**config.mk**
```make
export PLATFORM = sky130hd
export DESIGN_NAME = linear_resampler_with_fades
export DESIGN_NICKNAME = d
export VERILOG_FILES = /design/src/lrwf_pkg.sv /design/src/linear_resampler_with_fades.sv
export SDC_FILE = /design/constraint.sdc
export NUM_CORES = 1
export LEC_CHECK = 0
export ABC_CLOCK_PERIOD_IN_PS = 9500
export BUFFER_PORTS_ARGS = -buffer_cell sky130_fd_sc_hd__buf_2
export CAP_MARGIN = 20
export CORE_MARGIN = 2
export CORE_UTILIZATION = 64
export DETAILED_ROUTE_END_ITERATION = 7
export GPL_ROUTABILITY_DRIVEN = 0
export PLACE_DENSITY = 0.82
export SLEW_MARGIN = 20
export SYNTH_ARGS = -nofsm -noshare
export SYNTH_HDL_FRONTEND = slang
export SYNTH_SLANG_ARGS = --single-unit
```
**constraint.sdc**
```tcl
create_clock -name clk -period 9.5 [get_ports clk]
set_input_delay 0.95 -clock clk [delete_from_list [all_inputs] [get_ports clk]]
set_output_delay 0.95 -clock clk [all_outputs]
set_load 0.02 [all_outputs]
```
**src/lrwf_pkg.sv**
```systemverilog
// Package for the linear resampler with fades.
// Holds the command codes, register indexes, fade and phase constants shared by the RTL.
// No dependencies.
package lrwf_pkg;

  localparam int FADE_SH = 9;
  localparam int FADE_LEN = 1 << FADE_SH;
  localparam int FADE_W = FADE_SH + 1;

  localparam int STEP_W = 21;
  localparam int CFG_W = 21;

  localparam logic [STEP_W-1:0] STEP_MIN = STEP_W'(1024);
  localparam logic [STEP_W-1:0] STEP_MAX = STEP_W'(1048576);
  localparam logic [STEP_W-1:0] PHASE_ONE = STEP_W'(65536);

  localparam logic [1:0] CMD_FRAME = 2'd0;
  localparam logic [1:0] CMD_START = 2'd1;
  localparam logic [1:0] CMD_STOP = 2'd2;

  localparam logic [1:0] REG_RATE_STEP = 2'd0;
  localparam logic [1:0] REG_STEREO = 2'd1;
  localparam logic [1:0] REG_ATTEN = 2'd2;

  localparam logic [8:0] GAIN_FULL = 9'd256;

  typedef logic signed [15:0] sample_t;
  typedef logic signed [14:0] out_sample_t;
  typedef logic [FADE_W-1:0] fade_cnt_t;

endpackage

```
**src/linear_resampler_with_fades.sv**
```systemverilog
// Top level of the linear resampler with fades.
// Uses lrwf_pkg; one shared 17x17 multiplier under a small sequencer.
//
// Usage:
//   Input channel (in_valid/in_ready) carries a command with one source frame.
//   Output channel (out_valid/out_ready) carries interpolated output frames; the
//   last frame caused by an input transfer has last_of_run set.
//   Configuration is written through cfg_we/cfg_index/cfg_data while idle.
// Sequencing:
//   A start or stop command and an ignored frame are taken in the idle state; a
//   frame that only becomes the held frame passes through S_FIN. A frame that
//   produces outputs steps through S_K0 to S_K4 for each output frame, because the
//   one multiplier is used four times per output (two interpolations and two gain
//   scalings), and then ends in S_FIN.
//   in_ready is high only while the sequencer is idle.
// Reset:
//   rst clears the playback state and loads the register defaults; the block is
//   stopped until a start command arrives.
// Stalls:
//   A finished output frame waits in the output register; when the receiver
//   stalls, the sequencer holds before loading the next one.
module linear_resampler_with_fades import lrwf_pkg::*; (
  input  logic              clk,
  input  logic              rst,
  input  logic              cfg_we,
  input  logic [1:0]        cfg_index,
  input  logic [CFG_W-1:0]  cfg_data,
  input  logic              in_valid,
  output logic              in_ready,
  input  logic [1:0]        cmd,
  input  sample_t           left_in,
  input  sample_t           right_in,
  input  logic              end_of_source,
  output logic              out_valid,
  input  logic              out_ready,
  output out_sample_t       left_out,
  output out_sample_t       right_out,
  output logic              last_of_run
);

  localparam logic [2:0] S_IDLE = 3'd0;
  localparam logic [2:0] S_K0 = 3'd1;
  localparam logic [2:0] S_K1 = 3'd2;
  localparam logic [2:0] S_K2 = 3'd3;
  localparam logic [2:0] S_K3 = 3'd4;
  localparam logic [2:0] S_K4 = 3'd5;
  localparam logic [2:0] S_FIN = 3'd6;

  logic [2:0]        state;
  logic [STEP_W-1:0] rate_step;
  logic              stereo_source;
  logic [3:0]        attenuation_shift;

  logic              playing;
  logic              have_prev;
  logic              stopping;
  sample_t           held_left;
  sample_t           held_right;
  sample_t           new_left;
  sample_t           new_right;
  logic              eos;
  logic [STEP_W-1:0] phase_acc;
  fade_cnt_t         fade_in_left;
  fade_cnt_t         fade_out_left;
  logic [8:0]        gain;
  out_sample_t       val_left;
  out_sample_t       val_right;
  out_sample_t       res_left;
  logic signed [33:0] mp;

  logic [STEP_W-1:0]  step_sat;
  logic [STEP_W-1:0]  phase_next;
  logic               run_last;
  logic               out_free;
  logic               in_xfer;
  logic [8:0]         gain_next;
  logic [FADE_W+7:0]  fade_scaled;
  logic signed [16:0] op_a;
  logic signed [16:0] op_b;
  logic signed [33:0] prod;
  sample_t            interp_base;
  logic signed [17:0] interp_sum;
  logic signed [17:0] interp_sh;
  logic [4:0]         down;

  assign in_ready = (state == S_IDLE);
  assign in_xfer = in_valid && in_ready;
  assign out_free = !out_valid || out_ready;
  assign down = 5'(attenuation_shift) + 5'd1;

  always_comb begin
    if (rate_step < STEP_MIN) begin
      step_sat = STEP_MIN;
    end else if (rate_step > STEP_MAX) begin
      step_sat = STEP_MAX;
    end else begin
      step_sat = rate_step;
    end
    phase_next = phase_acc + step_sat;
    run_last = (phase_next >= PHASE_ONE);
  end

  always_comb begin
    if (stopping) begin
      fade_scaled = {fade_out_left, 8'd0} >> FADE_SH;
      gain_next = fade_scaled[8:0];
    end else if (fade_in_left != '0) begin
      fade_scaled = {fade_in_left, 8'd0} >> FADE_SH;
      gain_next = GAIN_FULL - fade_scaled[8:0];
    end else begin
      fade_scaled = '0;
      gain_next = GAIN_FULL;
    end
  end

  always_comb begin
    unique case (state)
      S_K0: begin
        op_a = 17'(new_left) - 17'(held_left);
        op_b = $signed({1'b0, phase_acc[15:0]});
      end
      S_K1: begin
        op_a = 17'(new_right) - 17'(held_right);
        op_b = $signed({1'b0, phase_acc[15:0]});
      end
      S_K2: begin
        op_a = 17'(val_left);
        op_b = $signed({8'd0, gain});
      end
      default: begin
        op_a = 17'(val_right);
        op_b = $signed({8'd0, gain});
      end
    endcase
    prod = op_a * op_b;
    interp_base = (state == S_K1) ? held_left : held_right;
    interp_sum = 18'(interp_base) + $signed(mp[33:16]);
    interp_sh = interp_sum >>> down;
  end

  always_ff @(posedge clk) begin
    if (rst) begin
      rate_step <= STEP_W'(65536);
      stereo_source <= 1'b0;
      attenuation_shift <= 4'd1;
    end else if (cfg_we) begin
      unique case (cfg_index)
        REG_RATE_STEP: rate_step <= cfg_data[STEP_W-1:0];
        REG_STEREO:    stereo_source <= cfg_data[0];
        REG_ATTEN:     attenuation_shift <= cfg_data[3:0];
        default: ;
      endcase
    end
  end

  always_ff @(posedge clk) begin
    if (rst) begin
      state <= S_IDLE;
      playing <= 1'b0;
      have_prev <= 1'b0;
      stopping <= 1'b0;
      held_left <= '0;
      held_right <= '0;
      phase_acc <= '0;
      fade_in_left <= '0;
      fade_out_left <= '0;
      out_valid <= 1'b0;
    end else begin
      if (out_valid && out_ready && state != S_K4) begin
        out_valid <= 1'b0;
      end
      unique case (state)
        S_IDLE: begin
          if (in_xfer) begin
            priority if (cmd == CMD_START) begin
              playing <= 1'b1;
              have_prev <= 1'b0;
              held_left <= '0;
              held_right <= '0;
              phase_acc <= '0;
              fade_in_left <= FADE_W'(FADE_LEN);
              fade_out_left <= '0;
              stopping <= 1'b0;
            end else if (cmd == CMD_STOP) begin
              if (playing && !stopping) begin
                fade_out_left <= FADE_W'(FADE_LEN);
                stopping <= 1'b1;
              end else begin
                playing <= 1'b0;
                stopping <= 1'b0;
              end
            end else if (cmd == CMD_FRAME && playing) begin
              new_left <= left_in;
              new_right <= stereo_source ? right_in : left_in;
              eos <= end_of_source;
              if (have_prev && phase_acc < PHASE_ONE) begin
                state <= S_K0;
              end else begin
                state <= S_FIN;
              end
            end else begin
            end
          end
        end
        S_K0: begin
          gain <= gain_next;
          if (stopping) begin
            if (fade_out_left != '0) begin
              fade_out_left <= fade_out_left - fade_cnt_t'(1);
            end
          end else if (fade_in_left != '0) begin
            fade_in_left <= fade_in_left - fade_cnt_t'(1);
          end
          mp <= prod;
          state <= S_K1;
        end
        S_K1: begin
          val_left <= interp_sh[14:0];
          mp <= prod;
          state <= S_K2;
        end
        S_K2: begin
          val_right <= interp_sh[14:0];
          mp <= prod;
          state <= S_K3;
        end
        S_K3: begin
          res_left <= mp[22:8];
          mp <= prod;
          state <= S_K4;
        end
        S_K4: begin
          if (out_free) begin
            out_valid <= 1'b1;
            left_out <= res_left;
            right_out <= mp[22:8];
            last_of_run <= run_last;
            phase_acc <= phase_next;
            state <= run_last ? S_FIN : S_K0;
          end
        end
        S_FIN: begin
          if (have_prev && phase_acc >= PHASE_ONE) begin
            phase_acc <= phase_acc - PHASE_ONE;
          end
          held_left <= new_left;
          held_right <= new_right;
          have_prev <= 1'b1;
          if (stopping && fade_out_left == '0) begin
            stopping <= 1'b0;
          end
          if ((stopping && fade_out_left == '0) || eos) begin
            playing <= 1'b0;
          end
          state <= S_IDLE;
        end
        default: state <= S_IDLE;
      endcase
    end
  end

  a_rise_from_k4: assert property (@(posedge clk) disable iff (rst)
    $rose(out_valid) |-> $past(state) == S_K4)
    else $error("output became valid outside the output step");

  a_phase_in_run: assert property (@(posedge clk) disable iff (rst)
    (state == S_K0) |-> (phase_acc < PHASE_ONE))
    else $error("interpolation started with phase at or above one");

  a_fade_bound: assert property (@(posedge clk) disable iff (rst)
    (fade_in_left <= FADE_W'(FADE_LEN)) && (fade_out_left <= FADE_W'(FADE_LEN)))
    else $error("fade counter above fade length");

endmodule

```
# ---- Word level (Yosys, flattened, before mapping)
# Cells that the tools add are included.
dict set report classes {
  n_addsub 9
  eq_ne 27
  shift 1
  n_reduce_logical 40
  muxes 55
  magnitude_cmp 5
  bitwise_logic 3
  mul 1
}
# cell n
set ops {}
lappend ops {{$mux W21} 6}
lappend ops {{$mux W10} 10}
lappend ops {{$mux W16} 5}
lappend ops {{$pmux W16 S2} 2}
lappend ops {{$pmux W21 S3} 1}
lappend ops {{$pmux W17 S3} 1}
lappend ops {{$ge A21 B17 Y1 const B} 2}
lappend ops {{$pmux W10 S2} 2}
lappend ops {{$mul A17 B17 Y34} 1}
lappend ops {{$sub A16 B16 Y17} 2}
lappend ops {{$add A21 B21 Y21} 1}
lappend ops {{$gt A21 B21 Y1 const B} 1}
lappend ops {{$lt A21 B11 Y1 const B} 1}
lappend ops {{$lt A21 B17 Y1 const B} 1}
lappend ops {{$mux W3} 7}
lappend ops {{$sub A21 B17 Y21 const B} 1}
lappend ops {{$ne A2 B2 Y1 const B} 10}
lappend ops {{$reduce_and A5 Y1} 4}
lappend ops {{$reduce_bool A10 Y1} 2}
lappend ops {{$sub A10 B1 Y10 const B} 2}
lappend ops {{$add A16 B18 Y18} 1}
lappend ops {{$mux W9} 2}
lappend ops {{$pmux W3 S6} 1}
lappend ops {{$sshr A18 B5 Y15} 1}
lappend ops {{other kinds (27)} 74}
dict set report totals {
  regBits 258
  word_cells 165
  output_inout_bits 33
}

# ---- Depth between registers and ports, before layout
# Gate-level depths: netlist of the first run.
dict set report logic_depth {
  depth_word 8
  depth_mapped 35
}

# ---- Worst setup path before layout of the first run
# Ideal clock, no wire load.
dict set report synth_timing {
  kind {reg-to-reg}
  from {register new_right[0]}
  to {register mp[32] (data pin)}
  setup_slack_ps 1302
  setup_time_ps 258
  stages_incl_launch_ff 32
  arrival_time_ps 7941
  cell_sequence {edfxtp_1 > inv_1 > ha_1 > fa_1 > nor2b_1 > o21a_1 > o21a_1 > o211ai_1 > a21o_1 > a311o_1 > a21boi_0 > o31a_1 > clkbuf_1 > nor3_1 > fa_1 > fa_1 > clkbuf_1 > xnor2_1 > xnor2_1 > fa_1 > fa_1 > inv_1 > fa_1 > inv_1 > ha_1 > a21o_1 > a221oi_1 > nor2_1 > a211oi_1 > o21ai_0 > a21oi_1 > xnor2_1}
}
dict set report synth_between {
  elab_chain_cells 3
}
# item line
set synth_rtl {}
lappend synth_rtl {{start, declared} linear_resampler_with_fades.sv:60} ;# sample_t new_right;
lappend synth_rtl {{start signal, assigned} linear_resampler_with_fades.sv:194} ;# new_right <= stereo_source ? right_in : left_in;
lappend synth_rtl {{$sub A16 B16 Y17} linear_resampler_with_fades.sv:123} ;# op_a = 17'(new_right) - 17'(held_right);
lappend synth_rtl {{$pmux W17 S3} linear_resampler_with_fades.sv:117} ;# unique case (state)
lappend synth_rtl {{$mul A17 B17 Y34} linear_resampler_with_fades.sv:135} ;# prod = op_a * op_b;
lappend synth_rtl {{named net prod[32]} linear_resampler_with_fades.sv:80} ;# logic signed [33:0] prod;
lappend synth_rtl {{end signal, assigned} linear_resampler_with_fades.sv:214} ;# mp <= prod;
lappend synth_rtl {{end signal, assigned} linear_resampler_with_fades.sv:219} ;# mp <= prod;
lappend synth_rtl {{end signal, assigned} linear_resampler_with_fades.sv:224} ;# mp <= prod;
lappend synth_rtl {{end, declared} linear_resampler_with_fades.sv:69} ;# logic signed [33:0] mp;
# The timed path passes the listed nets, and every way through them passes these cells.
# A chain may end at the register's enable or synchronous reset.

# ---- Worst setup path in the final report of the first run
dict set report layout_timing {
  from {register new_left[0]}
  to {register mp[30] (data pin)}
}
dict set report layout_between {
  elab_chain_cells 3
}
# item line
set layout_rtl {}
lappend layout_rtl {{start, declared} linear_resampler_with_fades.sv:59} ;# sample_t new_left;
lappend layout_rtl {{start signal, assigned} linear_resampler_with_fades.sv:193} ;# new_left <= left_in;
lappend layout_rtl {{$sub A16 B16 Y17} linear_resampler_with_fades.sv:119} ;# op_a = 17'(new_left) - 17'(held_left);
lappend layout_rtl {{$pmux W17 S3} linear_resampler_with_fades.sv:117}
lappend layout_rtl {{$mul A17 B17 Y34} linear_resampler_with_fades.sv:135}
lappend layout_rtl {{named net prod[30]} linear_resampler_with_fades.sv:80}
# The timed path passes the listed nets, and every way through them passes these cells.

==> results.py, run 1 <==
metrics = {
    "clocking": {
        "postCtsHoldBufs": 0,
        "cts_tree": "done",
        "htreeDepth": 1,
        "root_buffer": "clkbuf_16",
        "clock_latency_ns": 0.58,
        "cts.path.max_buffers": 3,
        "clkTransAtPathRegs_ns": 0.06,
        "cts_sinks": 250,
        "cts-buffers-inserted": 28,
    },
    "synthesis": {
        "ys_types": 87,
        "synth_nets": 3204,
        "ys.flop_type": "edfxtp_1",
        "synth_area_per_cell_um2": 9.25,
        "synth_warnings": 0,
        "synthCells": 2702,
        "syn_area_mm2": 0.0250,
        "async_flop_share_pct": 0,
        "yosysSeqAreaShare_pct": 25.8,
        "ys_ff_latch": 250,
        "synth_edf_count": 144,
    },
    "pwr": {
        "power_mw": 4.30,
        "peakVddDrop_uv": 147,
        "pwr-share-comb_pct": 43.2,
        "p_int_mw": 2.65,
        "leakagePower_nw": 11.8,
        "power_density_mw_per_mm2": 159,
        "power_frac_seq_pct": 29.6,
        "p_sw_mw": 1.64,
        "pwr-share-clk_pct": 27.1,
        "switching_share_pct": 38.3,
    },
    "sta": {
        "fin_ws_ns": 0.457,
        "min_period_ns": 9.04,
        "fin_crit_sh_pct": 95.2,
        "hold_slack_ns": 0.419,
        "clock_skew_ns": 0.0116,
        "setup_tns_ns": 0,
        "maxSlewHeadroom_pct": 24.9,
        "tightest_slew_ns": 1.13,
        "rsz0062_at_grt": "false",
        "fmax_mhz": 111,
        "drv_slew": 0,
        "finalSetupViolCount": 0,
        "hold_viol": 0,
    },
    "critical_path": {
        "start_kind": "flop",
        "rr_startpoint": "new_left[0]",
        "r2r_setup_slack_ns": 0.46,
        "worst_path_most_repeated_cell": "fa_1",
        "worstSetupPathType": "flop to flop",
        "r2r_end": "mp[30]",
        "rr_worst_depth": 31,
        "cp_num_cells": 31,
        "endpoint": "mp[30]",
        "cpPeakStageDelay_ns": 0.64,
        "path_buf_inv": 4,
        "cp_max_fo": 16,
        "cp-startpoint": "new_left[0]",
        "cp.arrival_ns": 9.37,
        "cp_data_required_time_ns": 9.82,
        "cp_top_family": "adder cells",
        "cpMaxStageDelayCell": "or4_1",
        "endpoint_kind": "flop",
    },
    "drt": {
        "highest_layer": "met5",
        "wl_met1_um": 26000,
        "met2_length_um": 32000,
        "wire_per_inst_um": 21.0,
        "postRouteWirelength_um": 69400,
        "met3_length_um": 7230,
        "firstDrtPassIters": 7,
        "vias": 20700,
        "avgViaCountPerCell": 6.26,
        "antenna_left": 0,
        "drt_iter0_drc": 2331,
        "drc": 0,
    },
    "finish": {
        "register_area_mm2": 0.00645,
        "fin_util_pct": 70.2,
        "layout_common_cells": "inv_1 (407), fa_1 (276), nand2_1 (265)",
        "final_cells": 3310,
        "area_growth_pct": 8.34,
        "final_nets": 3271,
        "layout_commonest_cell": "inv_1",
        "stdcell_area_mm2": 0.0271,
        "multi_input_comb_area_mm2": 0.0167,
        "drive_above_1_share_pct": 9.39,
        "fillers": 2893,
    },
    "grt": {
        "grt_max_degree": 73,
        "antenna_found_initial": 3,
        "overflow": 0,
        "grt_pass1_vias": 21200,
        "gr-usage-all-layers_pct": 34.4,
        "grt_pass1_wl_um": 110000,
    },
    "die": {
        "core_area_mm2": 0.0386,
        "fp.dieArea_mm2": 0.0407,
        "dieHeight_um": 202,
        "placementRows": 72,
        "ios": 96,
        "start_util_pct": 64.8,
        "die_x_um": 202,
    },
    "placed_design": {
        "dp_slack_ns": 0.518,
        "dp_hpwl_um": 53600,
        "placed_cells": 3257,
        "placed_area_mm2": 0.0261,
        "numPortBuffers": 95,
    },
    "status": {
        "status": "completed",
    },
    "run": {
        "drv_cap": 0,
    },
    "hold_path": {
        "worstHoldPathType": "flop to flop",
    },
}
-- cell usage after synthesis (17+ instances only) --
library cell / count / share of area (%)
nand2b_1: 32 / 0.80
nor2_1: 232 / 3.5
nor4_1: 26 / 0.65
ha_1: 163 / 8.2
xnor2_1: 78 / 2.7
mux2_2: 30 / 1.4
mux2i_1: 35 / 1.4
nand3_1: 37 / 0.74
o21a_1: 25 / 0.75
fa_1: 276 / 22
nor3_1: 58 / 1.2
nor2b_1: 39 / 0.98
a21o_1: 37 / 1.1
dfxtp_1: 106 / 8.5
clkbuf_1: 83 / 1.2
a21oi_1: 124 / 2.5
edfxtp_1: 144 / 17
a31oi_1: 17 / 0.43
xor2_1: 31 / 1.1
and2_1: 49 / 1.2
nand2_1: 265 / 4.0
a22oi_1: 44 / 1.3
inv_1: 407 / 6.1
o21ai_0: 79 / 1.6
-- state kept, by name (all words and copies together), names as in the netlist --
signal,count
attenuation_shift,4
eos,1
fade_in_left,10
fade_out_left,10
gain,9
have_prev,1
held_left,16
held_right,16
last_of_run,1
left_out,15
mp,26
new_left,16
new_right,16
out_valid,1
phase_acc,21
playing,1
rate_step,21
res_left,15
right_out,15
state,3
stereo_source,1
stopping,1
val_left,15
val_right,15
-- power by group through the flow --
| stage | clock (mW) | combinational, mW | sequential [mW] |
|---|---|---|---|
| after floorplan | 0 | 1.29 | 1.29 |
| after global placement | 0 | 1.70 | 1.30 |
| after detailed placement | 0 | 1.79 | 1.30 |
| after CTS | 1.17 | 1.82 | 1.27 |
| after global routing | 1.22 | 2.02 | 1.27 |
| final | 1.17 | 1.86 | 1.27 |
-- cell families (layout without fill, tap and decap cells) --
| family | after synthesis | after routing | synth area share (%) |
|---|---|---|---|
| AOI/OAI and AO/OA | 488 | 488 | 13.2 |
| xor gates and xnor gates | 110 | 110 | 3.88 |
| adders and majority gates | 439 | 439 | 30.3 |
| buffers and inverters | 504 | 593 | 7.68 |
| DFF | 250 | 250 | 25.8 |
| muxes | 69 | 69 | 3.11 |
| other | 0 | 1 | 0 |
| and+or+nand+nor | 842 | 842 | 16.1 |
-- metal layers --
| metal | up-vias | GRT usage (%) |
|---|---|---|
| met5 | - | 0.833 |
| met4 | 6 | 17.8 |
| met3 | 275 | 7.69 |
| met2 | 1274 | 55.9 |
| met1 | 9946 | 43.2 |
| li1 | 9232 | - |
-- what timing repair did --
action | in CTS | in global routing
buffers inserted | 0 | 0
gates resized for setup | 0 | 1
endpoints found under the setup margin | 0 | 3
-- worst min path at each step --
stage | from | to | slack (ns) | cells after the start
global route | res_left[2] | left_out[2] | 0.43 | 0
CTS | res_left[2] | left_out[2] | 0.42 | 0
detailed placement | res_left[5] | left_out[5] | 0.41 | 0
floorplan | res_left[0] | left_out[0] | 0.40 | 0
finish | res_left[5] | left_out[5] | 0.42 | 0
global placement | res_left[1] | left_out[1] | 0.40 | 0
-- area by class of cell --
cell class / instances / area share [%]
repair buffers: 133 / 2.82
clock inverters: 21 / 0.896
clock buffers: 31 / 2.82
diodes: 1 / 0.00924
flip-flops and latches: 250 / 23.8
well taps: 518 / 2.39
inverters: 408 / 5.65
multi-input cells: 1948 / 61.6
No activity file was read; power rests on OpenSTA's default activity.
==> inputs of run 2 (changes only) <==
RECOVER_POWER = 100   (was not set)
==> run 2 against run 1 <==
The run now ends with max-capacitance violations, max-slew violations left. Largest cell class unchanged. Flip-flop and latch count unchanged. Critical path type unchanged. Routed wire length is essentially flat. Critical path depth is 2 lower. Final area shrank 0.49%. Combinational power about the same. Highest routed layer unchanged. Maximum frequency is 1.0% lower. Hold slack better by 0.00080 ns.
==> results.py, run 2 (synthesis gave the netlist of run 1 again) <==
metrics = {
    "sta": {
        "finalSetupViolCount": 0,
        "clock_skew_ns": 0.0124,
        "min_period_ns": 9.14,
        "fmax_mhz": 109,
        "tightest_slew_ns": 3.47,
        "hold_viol": 0,
        "fin_crit_sh_pct": 96.2,
        "maxSlewHeadroom_pct": -131,
        "drv_slew": 166,
        "setup_tns_ns": 0,
        "rsz0062_at_grt": "false",
    },
    "critical_path": {
        "cpPeakStageDelay_ns": 0.64,
        "cp_top_family": "adder cells",
        "worstSetupPathType": "flop to flop",
        "cp.arrival_ns": 9.43,
        "cpMaxStageDelayCell": "or4_1",
        "start_kind": "flop",
        "rr_worst_depth": 29,
        "endpoint_kind": "flop",
        "cp_data_required_time_ns": 9.80,
        "cp_max_fo": 16,
        "worst_path_most_repeated_cell": "fa_1",
        "cp_num_cells": 29,
        "path_buf_inv": 4,
    },
    "finish": {
        "area_growth_pct": 7.81,
        "stdcell_area_mm2": 0.0269,
        "antennaDiodeCount": 0,
        "layout_commonest_cell": "inv_1",
        "final_nets": 3271,
        "regMostFlops": "mp",
        "layout_common_cells": "inv_1 (407), fa_1 (276), nand2_1 (265)",
        "reg_top3": "mp: 26 flops, phase_acc: 21 flops, rate_step: 21 flops",
        "largest_reg_flops": 26,
        "drive_above_1_share_pct": 7.06,
    },
    "drt": {
        "vias": 20700,
        "drt_iter0_drc": 2431,
        "wire_per_inst_um": 21.0,
        "antenna_left": 0,
        "postRouteWirelength_um": 69300,
        "drc": 0,
        "avgViaCountPerCell": 6.25,
        "firstDrtPassIters": 7,
    },
    "grt": {
        "use_met3_pct": 7.69,
        "antenna_found_initial": 3,
        "grt_pass1_vias": 21200,
        "grt_max_degree": 73,
        "overflow": 0,
        "gr-usage-all-layers_pct": 34.4,
        "globalRoute.busiestLayer": "met2",
        "grt_use_met1_pct": 43.2,
        "grt_pass1_wl_um": 110000,
        "grt_use_met2_pct": 55.9,
    },
    "die": {
        "placementRows": 72,
        "core_area_mm2": 0.0386,
        "die_x_um": 202,
        "start_util_pct": 64.8,
        "fp.dieArea_mm2": 0.0407,
        "ios": 96,
        "dieHeight_um": 202,
    },
    "clocking": {
        "cts_sinks": 250,
        "cts_tree": "done",
        "cts.path.max_buffers": 3,
        "clock_latency_ns": 0.58,
        "post_cts_buffers": 0,
        "postCtsHoldBufs": 0,
        "post_cts_resized": 0,
        "htreeDepth": 1,
        "root_buffer": "clkbuf_16",
        "cts-buffers-inserted": 28,
        "clkTransAtPathRegs_ns": 0.06,
    },
    "status": {
        "violations": "max-capacitance violations, max-slew violations",
        "status": "finished, violations left",
    },
    "hold_path": {
        "hold_path_depth": 0,
        "worstHoldPathType": "flop to flop",
    },
    "pwr": {
        "power_density_mw_per_mm2": 159,
        "leakagePower_nw": 11.7,
        "peakVddDrop_uv": 147,
    },
    "placed_design": {
        "dp_hpwl_um": 53600,
        "placed_area_mm2": 0.0261,
        "numPortBuffers": 95,
    },
    "run": {
        "drv_cap": 4,
    },
}
==> run 2: cell count changes in the layout (fill, tap and decap cells not counted), moves of 2 or more <==
| cell | change |
|---|---|
| and2_1 | -5 |
| clkbuf_1 | +56 |
| buf_2 | -46 |
| and2_0 | +5 |
| buf_4 | -10 |
| mux2_2 | -2 |
| mux2_1 | +2 |
==> run 2: worst paths after layout <==
kind / startpoint / slack (ns) / end
max: new_left[0] / 0.36 / mp[25]
max reg2reg: new_left[0] / 0.36 / mp[25]
min: res_left[5] / 0.42 / left_out[5]
min reg2reg: res_left[5] / 0.42 / left_out[5]
==> run 2: stage by stage <==
stage	instances	hold WS (ns)	setup WS (ns)	power, mW	utilization [%]
2_1_floorplan	2702	0.400	1.30	2.57	-
3_3_place_gp	3257	0.403	0.942	2.99	67.6
3_5_place_dp	3257	0.405	0.518	3.09	67.6
4_1_cts	3309	0.422	0.390	4.27	70.2
5_1_grt	3309	0.427	0.0593	4.51	69.9
6_report	3309	0.420	0.363	4.30	69.9
==> run 2: layer usage <==
metal / vias up / routed length [um]
met3: 272 / 7560
met4: 2 / 4220
met1: 9910 / 25700
met2: 1271 / 31800
li1: 9216 / -
met5: - / 13
==> run 2: layout make-up <==
cell class,count,area [um^2]
Clock inverter,21,243
Timing Repair Buffer,133,668
Fill cell,2926,11600
Multi-Input combinational cell,1948,16600
Sequential cell,250,6450
Clock buffer,31,764
Inverter,408,1530
Tap cell,518,648
==> run 2: power by group <==
part | internal (mW) | leakage [nW] | total [mW] | switching (mW)
Combinational | 0.722 | 9.01 | 1.86 | 1.14
Sequential | 1.25 | 2.15 | 1.27 | 0.0206
Clock | 0.676 | 0.494 | 1.17 | 0.490
